## src/hw/rtl/branch_unit_with_return_stack_macros.svh

```systemverilog
// Assertion macros shared by the branch unit RTL
`ifndef BRANCH_UNIT_WITH_RETURN_STACK_MACROS_SVH
`define BRANCH_UNIT_WITH_RETURN_STACK_MACROS_SVH

// Check a consequence in the same cycle, outside reset
`define BRS_ASSERT_NOW(lbl, ante, cons) \
  lbl: assert property (@(posedge clk) disable iff (!rst_n) (ante) |-> (cons)) \
    else $error("branch unit check failed");

// Check a consequence in the next cycle, outside reset
`define BRS_ASSERT_NEXT(lbl, ante, cons) \
  lbl: assert property (@(posedge clk) disable iff (!rst_n) (ante) |=> (cons)) \
    else $error("branch unit check failed");

// Check a consequence that must also hold across reset
`define BRS_ASSERT_ALWAYS(lbl, ante, cons) \
  lbl: assert property (@(posedge clk) (ante) |-> (cons)) \
    else $error("branch unit reset check failed");

`endif

```

## src/hw/rtl/brs_pkg.sv

```systemverilog
// Shared types and codes of the branch unit with return stack
`timescale 1ns / 1ps
`default_nettype none
package brs_pkg;

  localparam int LINE_W  = 15;
  localparam int DEPTH_W = 9;

  typedef enum logic [3:0] {
    OP_EMPTY   = 4'd0,
    OP_EVAL    = 4'd1,
    OP_BREAK   = 4'd2,
    OP_RET     = 4'd3,
    OP_JMP     = 4'd4,
    OP_JZ      = 4'd5,
    OP_JNZ     = 4'd6,
    OP_CALL    = 4'd7,
    OP_CALLZ   = 4'd8,
    OP_CALLNZ  = 4'd9,
    OP_RESTART = 4'd10
  } op_t;

  typedef enum logic [2:0] {
    ST_RUN      = 3'd0,
    ST_RETMAIN  = 3'd1,
    ST_PASTEND  = 3'd2,
    ST_OVERFLOW = 3'd3,
    ST_UNKNOWN  = 3'd4
  } status_t;

  typedef enum logic [1:0] {
    KIND_INT     = 2'd0,
    KIND_FLOAT   = 2'd1,
    KIND_COMPLEX = 2'd2,
    KIND_OTHER   = 2'd3
  } kind_t;

  // One result beat
  typedef struct packed {
    logic [LINE_W-1:0]  next_line;
    status_t            status;
    logic [DEPTH_W-1:0] stack_depth;
  } res_t;

endpackage
`default_nettype wire

```

## src/hw/rtl/brs_skid.sv

```systemverilog
// Two-entry output buffer that decouples result stalls from input acceptance
`timescale 1ns / 1ps
`default_nettype none
module brs_skid (
  input  wire logic          clk,
  input  wire logic          rst_n,
  input  wire logic          push,
  input  wire brs_pkg::res_t push_data,
  output logic               can_push,
  output logic               out_valid,
  input  wire logic          out_ready,
  output brs_pkg::res_t      out_data
);
  import brs_pkg::*;

  logic out_valid_r, sk_valid_r;
  res_t out_data_r, sk_data_r;

  assign can_push  = !sk_valid_r;
  assign out_valid = out_valid_r;
  assign out_data  = out_data_r;

  // Valid flags: advance on drain, hold a beat in the skid on stall
  always_ff @(posedge clk) begin
    if (!rst_n) begin
      out_valid_r <= 1'b0;
      sk_valid_r  <= 1'b0;
    end else if (out_ready || !out_valid_r) begin
      if (sk_valid_r) begin
        out_valid_r <= 1'b1;
        sk_valid_r  <= 1'b0;
      end else begin
        out_valid_r <= push;
      end
    end else if (push) begin
      sk_valid_r <= 1'b1;
    end
  end

  // Payloads
  always_ff @(posedge clk) begin
    if (out_ready || !out_valid_r) begin
      out_data_r <= sk_valid_r ? sk_data_r : push_data;
    end else if (push) begin
      sk_data_r <= push_data;
    end
  end

endmodule
`default_nettype wire

```

## config.mk

```make
export PLATFORM = sky130hd
export DESIGN_NAME = brs_skid
export DESIGN_NICKNAME = d
export VERILOG_FILES = /design/src/hw/rtl/branch_unit_with_return_stack_macros.svh /design/src/hw/rtl/brs_pkg.sv /design/src/hw/rtl/brs_skid.sv
export SDC_FILE = /design/constraint.sdc
export NUM_CORES = 1
export LEC_CHECK = 0
export CORE_MARGIN = 5
export CORE_UTILIZATION = 49
export CTS_CLUSTER_SIZE = 25
export DETAILED_ROUTE_END_ITERATION = 10
export DONT_BUFFER_PORTS = 1
export PLACE_DENSITY = 0.75
export SLEW_MARGIN = 20
export SYNTH_ARGS = -nofsm -noshare
export SYNTH_HDL_FRONTEND = slang
export SYNTH_SLANG_ARGS = --single-unit
```

## constraint.sdc

```tcl
create_clock -name clk -period 8.3 [get_ports clk]
set_input_delay 0.415 -clock clk [delete_from_list [all_inputs] [get_ports clk]]
set_output_delay 0.415 -clock clk [all_outputs]
set_load 0.02 [all_outputs]
```

# ---- Word-level counts from Yosys, hierarchy flattened
# Index checks and enable logic that the tools add are counted.
dict set report totals {
  register_bits 56
  inputBits 31
}
dict set report classes {
  muxes 2
  bitwise 2
  n_reduce_logical 5
}
# op count
set ops {}
lappend ops {{two-way mux 27 bit} 1}
lappend ops {{zero test 1 bit} 2}
lappend ops {{NOT 1 bit} 2}
lappend ops {{AND reduction 2 bit} 1}
lappend ops {{OR reduction 2 bit} 1}
lappend ops {{logical OR 1 bit} 1}
lappend ops {{two-way mux 1 bit} 1}

# ---- Longest topological paths before layout
# Gate-level depths: netlist (run 1).
dict set report depth {
  word_depth 4
  mapped_depth 4
}

# ---- Worst setup path before layout (run 1)
# Ideal clock, no wire load.
dict set report synth_path {
  path_type {input to register}
  start {in out_ready}
  end {reg sk_data_r[0] (netlist name), enable pin}
  setup_ns 0.411
  path_stages 2
  required_ns 7.889
  arrival_ns 2.415
  n_path_buf 0
  setup_slack_ns 5.475
  cell_sequence {nand2b_1 nor2_1}
}
dict set report synth_between {
  elab_chain_len 3
}
# element line_no
set synth_lines {}
lappend synth_lines {{start, declared} brs_skid.sv:11} ;# input wire logic out_ready,
lappend synth_lines {{logical OR 1 bit} brs_skid.sv:42} ;# if (out_ready || !out_valid_r) begin
lappend synth_lines {{NOT 1 bit (no line)} --}
lappend synth_lines {{AND reduction 2 bit (no line)} --}
lappend synth_lines {{end signal, assigned} brs_skid.sv:45} ;# sk_data_r <= push_data;
lappend synth_lines {{end, declared} brs_skid.sv:17} ;# res_t out_data_r, sk_data_r;
# Every way passes these cells.
# A chain may end at the register's enable or synchronous reset.

# ---- Worst setup path after layout (run 1)
dict set report layout_path {
  start {reg sk_valid_r}
  end {out can_push}
}
dict set report layout_between {
  elab_chain_len 1
}
# element line_no
set layout_lines {}
lappend layout_lines {{start, declared} brs_skid.sv:16} ;# logic out_valid_r, sk_valid_r;
lappend layout_lines {{start signal, assigned} brs_skid.sv:27} ;# sk_valid_r <= 1'b0;
lappend layout_lines {{start signal, assigned} brs_skid.sv:31} ;# sk_valid_r <= 1'b0;
lappend layout_lines {{start signal, assigned} brs_skid.sv:36} ;# sk_valid_r <= 1'b1;
lappend layout_lines {{zero test 1 bit} brs_skid.sv:19} ;# assign can_push = !sk_valid_r;
lappend layout_lines {{end, declared} brs_skid.sv:9} ;# output logic can_push,
# Every way passes these cells.

==> flow_summary.yaml, run 1 <==
yosys:
  synthTopCellsByArea: "edfxtp_1 (78%), mux2_2 (10%), mux2_4 (5.8%)"
  yosys_register_bits: 56
  syn_area_um2: 2070
  avgSynthCellArea_um2: 22.3
  synth_nets: 124
  synth_top_area_frac: 0.783
  yosysWarnings: 0
  synth_cells: 93
  ys_types: 13
  synth_xor_area_frac: 0
  yosysTopAreaCell: "edfxtp_1"
  synthAdderAreaFrac: 0
  seq_area_frac_synth: 0.802
  synth-compound-area-share: 0.00363
  synthSimpleGateAreaFrac: 0.0139
  synthMuxAreaShare: 0.161
  synth_top_family_by_area: "multiplexers"
global_routing:
  grt_max_degree: 31
  grt_pass1_vias: 893
  grt_util_all_layers: 0.123
  antenna_found_initial: 0
  grt_overflow: 0
  grt_pass1_wl_um: 4730
power_and_ir_drop:
  power.leakage_nw: 0.752
  p_per_area_nw_per_um2: 239
  finalPower_w: 0.000534
  ir_worst_vdd_mv: 0.127
detailed_routing:
  via_per_inst: 5.49
  wl_per_cell_um: 22.0
  wl_um: 3320
  first_pass_iters: 3
  drcViolationCount: 0
  routed-wl-met3_um: 468
  wl_met2_um: 1630
  dr_total_vias: 829
  highest_layer: "met4"
  drt-met1-wl_um: 1150
  ant_nets: 0
  drt_iter0_drc: 81
floorplanning:
  core-area_um2: 4060
  dieArea_um2: 5630
  die_h_um: 75.0
  die_x_um: 75.0
  initial_core_util: 0.510
  ios: 60
  rows: 23
clocking:
  cts_hold_buf: 0
  cts_buffer_depth: 2
  clk_pin_slew_worst_paths_ns: 0.09
  cts-root-buf: "clkbuf_8"
  cts_setup_buffers: 0
  clkSinkCount: 56
  htreeDepth: 2
  cts_tree: "built"
  cts-resized-gates: 0
  clk_latency_ns: 0.31
  numCtsBuffers: 5
setup_path:
  crit_chain: "buf_4, inv_1"
  worst_setup_path_end_kind: "output pin"
  worst_setup_path_start_kind: "register"
  worst-path-buf-inv: 2
  worstPathArrival_ns: 1.63
  path_max_fanout: 16
  cp_slowest_cell: "dfxtp_1"
  required_ns: 7.89
  crit_family: "flip-flops"
  crit_type: "register to output pin"
  slowest_delay_ns: 0.76
final_layout:
  nets: 131
  synthToLayoutAreaGrowth_pct: 7.92
  nFillCells: 306
  final_cell_count_no_fill: 151
  num_antenna_cells: 0
  multi_input_area_um2: 373
  drive_gt1_frac: 0.396
  final-seq-area_um2: 1660
sta:
  max_slew_margin: 0.550
  fin_worst_skew_ns: 0.00395
  rsz0062_at_grt: "false"
  finalCritPeriodShare: 0.246
  setup_viol: 0
  hold_viol: 0
  whs_ns: 0.194
  worstMarginPinSlew_ns: 0.673
  fin_setup_tns_ns: 0
  fmaxAchievable_mhz: 490
  slew_viol_final: 0
  period_minus_slack_ns: 2.04
placed_design:
  gp_congestion: 0.717
  port-buffer-count: 0
  place_inst: 143
  dp_hpwl_um: 2300
hold_path:
  hp-class: "primary input to register"
flow_run:
  max-cap-violations: 0
status:
  status: "completed"
[report_power, final]
part / leakage (nW) / internal [W] / switching (W)
Clock: 0.0552 / 0.0000896 / 0.0000823
Sequential: 0.542 / 0.000326 / 0.0000192
Combinational: 0.155 / 0.00000910 / 0.00000764
[cell usage in the layout (no fill, tap or decap), drive strengths merged]
master  netlist  routed
inv           2       2
clkbuf        0       6
dfxtp         2       2
mux2         27      27
nor3b         1       1
edfxtp       54      54
nor2          2       2
clkinv        0       1
bufinv        0       1
buf           3       3
nand2b        1       1
a21boi        1       1
[kinds of logic (layout without fill, tap and decap cells)]
kind of cell,after synthesis,count (layout)
AO/OA/AOI/OAI,1,1
flip-flops,56,56
AND/OR/NAND/NOR,4,4
multiplexers,27,27
buffers and inverters,5,13
[Yosys cell counts]
cell type	number
nor2_2	1
inv_1	2
nor2_1	1
buf_2	1
mux2_4	8
edfxtp_1	54
mux2_2	19
nor3b_2	1
dfxtp_1	2
buf_8	1
buf_6	1
nand2b_1	1
a21boi_1	1
[through the flow]
stage	worst slack, ns	instance area (um^2)	utilization
finish	6.26	2230	0.551
global route	6.17	2230	0.551
CTS	6.24	2230	0.551
detailed placement	6.26	2130	0.524
global placement	6.34	2130	0.524
floorplan	5.47	2070	-
[worst register-to-register path, delay by kind of cell, from the launching register on]
family	cells	cell delay, ns
AND/OR/NAND/NOR	2	0.63
flip-flops	1	0.45
buffers and inverters	2	0.62
[layout make-up]
| type | instances | share of cell area |
|---|---|---|
| timing repair buffer | 3 | 0.0101 |
| clock buffer | 6 | 0.0325 |
| clock inverter | 2 | 0.0157 |
| tap | 50 | 0.0280 |
| inverter | 2 | 0.00336 |
| multi-input combinational | 32 | 0.167 |
| sequential | 56 | 0.744 |
[final timing paths]
check	depth (start not counted)	slack, ns	startpoint	to
worst max-delay path	2	6.26	sk_valid_r	can_push
worst min-delay path	0	0.19	push_data[26]	sk_data_r[26]
worst max register to register	4	6.31	out_valid	sk_data_r[17]
worst min register to register	1	0.56	sk_data_r[16]	out_data[16]
[registers in the layout (all words and copies together), names as in the netlist]
name	cells
out_data	27
out_valid	1
sk_data_r	27
sk_valid_r	1
[metal layers]
layer / GRT usage / up-vias
met5: 0 / -
met3: 0.0748 / 6
met1: 0.127 / 410
li1: - / 370
met2: 0.191 / 43
met4: 0.0692 / 0
(Power assumes the default switching activity.)
==> run 2: changes to the inputs <==
--- a/config.mk
+++ b/config.mk
@@ -5,6 +5,7 @@
 export SDC_FILE = /design/constraint.sdc
 export NUM_CORES = 1
 export LEC_CHECK = 0
+export ABC_AREA = 1
 export CORE_MARGIN = 5
 export CORE_UTILIZATION = 49
 export CTS_CLUSTER_SIZE = 25
==> constraint.sdc (replaced) <==
create_clock -name clk -period 2.01 [get_ports clk]
set_input_delay 0.1005 -clock clk [delete_from_list [all_inputs] [get_ports clk]]
set_output_delay 0.1005 -clock clk [all_outputs]
set_load 0.02 [all_outputs]
==> run 2 against run 1 <==
Net effect:
- setup slack got worse by 5.7 ns
- clock power rose to 3.4 times the previous value
- combinational power rose to 8.2 times the previous value
- synthesized cell count rose by 63%
- first-iteration DRC count fell by 41%
- global-route usage rose by 3.1 points
- die area fell by 1.1%
- sequential share of layout area fell by 9.2 points
- worst hold slack improved by 0.032 ns
==> flow_summary.yaml, run 2 <==
setup_path:
  crit_family: "buffers and inverters"
  reg2reg_depth: 4
  cp_slowest_cell: "dlygate4sd3_1"
  worstPathArrival_ns: 1.70
  required_ns: 2.21
  crit_start: "sk_valid_r"
  worst_setup_path_end_kind: "register"
  cp.depth: 4
  worst_setup_path_start_kind: "register"
  path_max_fanout: 29
  reg2reg_to: "out_valid"
  crit_type: "register to register"
  ff2ff_setup_slack_ns: 0.51
  r2r_start: "sk_valid_r"
  worst-path-buf-inv: 2
  crit_chain: "buf_4, o21ai_0, nand2_1, dlygate4sd3_1"
  endpoint: "out_valid"
  slowest_delay_ns: 0.56
clocking:
  htreeDepth: 2
  cts-resized-gates: 0
  clkSinkCount: 56
  cts_tree: "built"
  numCtsBuffers: 5
  clk_pin_slew_worst_paths_ns: 0.10
  cts_buffer_depth: 2
  cts-root-buf: "clkbuf_8"
  clk_latency_ns: 0.31
status:
  status: "completed"
detailed_routing:
  wl_per_cell_um: 16.8
  drcViolationCount: 0
  dr_total_vias: 1265
  wl_um: 4090
  via_per_inst: 5.21
  drt_iter0_drc: 48
  ant_nets: 0
  first_pass_iters: 4
sta:
  finalCritPeriodShare: 0.745
  period_minus_slack_ns: 1.50
  worstMarginPinSlew_ns: 0.370
  fin_worst_skew_ns: 0.00674
  setup_viol: 0
  fmaxAchievable_mhz: 668
  timing.final.ws_setup_ns: 0.513
  fin_setup_tns_ns: 0
  max_slew_margin: 0.754
  hold_viol: 0
  rsz0062_at_grt: "false"
  slew_viol_final: 0
floorplanning:
  ios: 60
  rows: 23
  die_x_um: 74.6
  core-area_um2: 4030
  dieArea_um2: 5560
  initial_core_util: 0.507
  die_h_um: 74.6
yosys:
  ys_types: 11
  synth_top_area_frac: 0.793
  synthTopCellsByArea: "edfxtp_1 (79%), nand2_1 (15%), dfxtp_1 (2.0%)"
  synthArstFlopShare: 0
  yosys_register_bits: 56
  avgSynthCellArea_um2: 13.5
  yosysTopAreaCell: "edfxtp_1"
  syn_area_um2: 2040
  yosysWarnings: 0
  synthTopCellsByCount: "nand2_1 (83), edfxtp_1 (54), buf_4 (3), nor2_1 (3)"
  synth_nets: 183
  synth-edff-count: 54
  synth-main-ff-cell: "edfxtp_1"
  yosysMostFrequentCell: "nand2_1"
  synth_cells: 152
  seq_area_frac_synth: 0.813
global_routing:
  grt_pass1_wl_um: 6010
  grt_pass1_vias: 1263
  grt_overflow: 0
  antenna_found_initial: 0
  grt_util_all_layers: 0.154
  grt_max_degree: 30
placed_design:
  gp_congestion: 0.682
  place_inst: 204
  dp_hpwl_um: 2620
  pre_cts_slack_ns: 0.774
  port-buffer-count: 0
final_layout:
  nets: 223
  num_antenna_cells: 0
  final_common_cell: "nand2_1"
  synthToLayoutAreaGrowth_pct: 24.7
  nFillCells: 313
  final-seq-area_um2: 1660
  drive_gt1_frac: 0.0881
  final_util: 0.633
  final_cell_count_no_fill: 243
  final_cell_mix: "nand2_1 (82), edfxtp_1 (54), dlygate4sd3_1 (31)"
  multi_input_area_um2: 343
hold_path:
  hp-start: "push"
  hp-class: "primary input to register"
  min_path_cells: 3
power_and_ir_drop:
  finalPower_w: 0.00216
  p_per_area_nw_per_um2: 849
  power.leakage_nw: 1.01
  ir_worst_vdd_mv: 0.455
flow_run:
  max-cap-violations: 0
[run 2: layout make-up]
type                       instances  share of cell area
clock buffer                       5              0.0270
sequential                        56               0.652
tap                               50              0.0245
timing repair buffer              38               0.152
inverter                           3             0.00442
clock inverter                     3             0.00540
multi-input combinational         88               0.135
[run 2: per-layer routing]
layer / GRT usage / vias up / wire (um)
met1: 0.166 / 593 / 1590
met4: 0.0870 / 0 / 115
met3: 0.0703 / 12 / 330
met2: 0.251 / 72 / 2060
li1: - / 588 / -
met5: 0 / - / 0
[run 2: how the worst min path moves through the flow]
stage / to / slack (ns)
floorplan: sk_data_r[0] / 0.20
global placement: sk_data_r[8] / 0.20
detailed placement: sk_data_r[7] / 0.20
CTS: sk_data_r[4] / 0.22
global route: sk_data_r[14] / 0.21
finish: sk_data_r[4] / 0.23
[run 2: report_power, final]
group	internal, W	switching [W]	leakage (nW)
combinational	0.0000660	0.0000706	0.426
clock	0.000238	0.000347	0.0453
sequential	0.00136	0.0000868	0.543
[run 2: timing repair]
action                                  4_1_cts  5_1_grt
hold buffers                                 31        0
buffers inserted                              0        0
hold endpoints to repair                     56        0
endpoints found under the setup margin        0        0
[run 2: cell families (layout without fill, tap and decap cells)]
kind of cell / after synthesis / after routing / synth area share
compound gates: 1 / 1 / 0.00245
buf+inv: 8 / 49 / 0.0245
flops: 56 / 56 / 0.813
simple gates: 87 / 87 / 0.160
[run 2: metrics by stage]
stage	area (um^2)	hold slack, ns
after floorplan	2050	0.199
after global placement	2160	0.200
after detailed placement	2160	0.199
after CTS	2550	0.215
after global routing	2550	0.207
final	2550	0.225
[run 2: worst min-delay path: stages]
cell	delay, ns
inv_1	0.07
nor2_4	0.06
buf_12	0.14
==> run 3: changes to the inputs <==
--- a/config.mk
+++ b/config.mk
@@ -5,7 +5,7 @@
 export SDC_FILE = /design/constraint.sdc
 export NUM_CORES = 1
 export LEC_CHECK = 0
-export ABC_AREA = 1
+export ABC_AREA = 0
 export CORE_MARGIN = 5
 export CORE_UTILIZATION = 49
 export CTS_CLUSTER_SIZE = 25
==> constraint.sdc (replaced) <==
create_clock -name clk -period 1.5 [get_ports clk]
set_input_delay 0.075 -clock clk [delete_from_list [all_inputs] [get_ports clk]]
set_output_delay 0.075 -clock clk [all_outputs]
set_load 0.02 [all_outputs]
==> run 3 against run 2 <==
Net effect:
- sequential power up 33%
- register-to-register slack worse by 0.25 ns
- first-iteration DRC count up 6.3%
- combinational power up 27%
- clock power up 59%
- final cell count down 24%
- largest power group unchanged
- core utilization up 0.11 points
- design area up 0.88%
- total power up 39%
- sequential cell count unchanged
- highest routed layer unchanged
- global-route usage down 2.2 points
==> flow_summary.yaml, run 3 (same netlist as run 1, synthesis figures left out) <==
detailed_routing:
  via_per_inst: 5.22
  wl_per_cell_um: 18.6
  ant_nets: 0
  drcViolationCount: 0
  dr_total_vias: 961
  drt_iter0_drc: 51
  wl_um: 3430
  first_pass_iters: 4
placed_design:
  gp_congestion: 0.715
  pre_cts_slack_ns: 0.259
  port-buffer-count: 0
  dp_hpwl_um: 2320
global_routing:
  grt_max_degree: 19
  grt_pass1_vias: 1055
  grt_pass1_wl_um: 5320
  antenna_found_initial: 0
  grt_overflow: 0
  grt_util_all_layers: 0.132
clocking:
  cts_buffer_depth: 2
  clk_pin_slew_worst_paths_ns: 0.09
  numCtsBuffers: 5
  cts-root-buf: "clkbuf_8"
  clkSinkCount: 56
  cts-resized-gates: 0
  cts_tree: "built"
  htreeDepth: 2
  cts_setup_buffers: 0
  clk_latency_ns: 0.29
final_layout:
  final_cell_mix: "edfxtp_1 (54), dlygate4sd3_1 (29), mux2_2 (19)"
  nFillCells: 290
  final_common_cell: "edfxtp_1"
  synthToLayoutAreaGrowth_pct: 24.2
  drive_gt1_frac: 0.343
  nets: 164
  num_antenna_cells: 0
floorplanning:
  dieArea_um2: 5630
  die_x_um: 75.0
  die_h_um: 75.0
  initial_core_util: 0.510
  ios: 60
  rows: 23
  core-area_um2: 4060
sta:
  rsz0062_at_grt: "false"
  timing.final.ws_setup_ns: 0.265
  worstMarginPinSlew_ns: 0.272
  fin_worst_skew_ns: 0.00467
  fin_setup_tns_ns: 0
  whs_ns: 0.224
  finalCritPeriodShare: 0.823
  slew_viol_final: 0
  max_slew_margin: 0.819
  hold_viol: 0
  setup_viol: 0
  fmaxAchievable_mhz: 810
  period_minus_slack_ns: 1.23
power_and_ir_drop:
  power.internal_w: 0.00241
  p_per_area_nw_per_um2: 1170
  netSwitchingPower_w: 0.000604
  finalPower_w: 0.00301
  pwr-share-clk: 0.308
  sw_frac_of_total: 0.201
  seqPwrFrac: 0.634
  pwr-share-comb: 0.058
  power.leakage_nw: 0.899
  ir_worst_vdd_mv: 0.860
status:
  status: "completed"
setup_path:
  path_max_fanout: 18
  worst_setup_path_end_kind: "register"
  crit_type: "register to register"
  worst_setup_path_start_kind: "register"
  worstPathArrival_ns: 1.29
  required_ns: 1.55
flow_run:
  max-cap-violations: 0
hold_path:
  hp-class: "primary input to register"
[run 3: worst max-delay path, cell delays in order, from the launching register on]
cell and delay, ns:
dfxtp_1 0.34, buf_4 0.28, mux2_2 0.37
[run 3: power by group through the flow]
| stage | Sequential [W] | Combinational [W] | Clock (W) |
|---|---|---|---|
| final | 0.00191 | 0.000174 | 0.000927 |
| after global routing | 0.00192 | 0.000189 | 0.00103 |
| after CTS | 0.00191 | 0.000176 | 0.000968 |
| after detailed placement | 0.00195 | 0.000106 | 0 |
| after global placement | 0.00195 | 0.000100 | 0 |
| after floorplan | 0.00193 | 0.0000837 | 0 |
[run 3: final cells by class]
type | count | area [um^2] | area share
flip-flops and latches | 56 | 1670 | 0.648
inverters | 2 | 7.51 | 0.00292
clock inverters | 2 | 35.0 | 0.0136
clock buffers | 6 | 72.6 | 0.0282
well taps | 50 | 62.6 | 0.0243
multi-input cells | 32 | 385 | 0.150
repair buffers | 36 | 343 | 0.133
[run 3: final timing paths]
check	to	slack [ns]	from	cells after the start
worst max-delay path	out_data[11]	0.27	sk_valid_r	2
worst min register to register	out_data[10]	0.55	sk_data_r[10]	1
worst min-delay path	sk_valid_r	0.22	out_ready	3
worst max register to register	out_data[11]	0.27	sk_valid_r	2
[run 3: per-layer routing]
layer / vias up / GRT usage / routed length, um
met1: 475 / 0.146 / 1270
met2: 45 / 0.226 / 1740
met5: - / 0 / 0
met4: 0 / 0.0296 / 27
li1: 438 / - / -
met3: 3 / 0.0694 / 395
[run 3: what timing repair did]
action                                  4_1_cts  5_1_grt
hold endpoints to repair                     56        0
hold buffers                                 29        0
endpoints found under the setup margin        0        0
[run 3: per-stage QoR]
step / std cells / instance area, um^2 / util
floorplan: 93 / 2090 / -
global placement: 147 / 2170 / 0.536
detailed placement: 147 / 2170 / 0.536
CTS: 184 / 2570 / 0.634
global route: 184 / 2570 / 0.634
finish: 184 / 2570 / 0.634
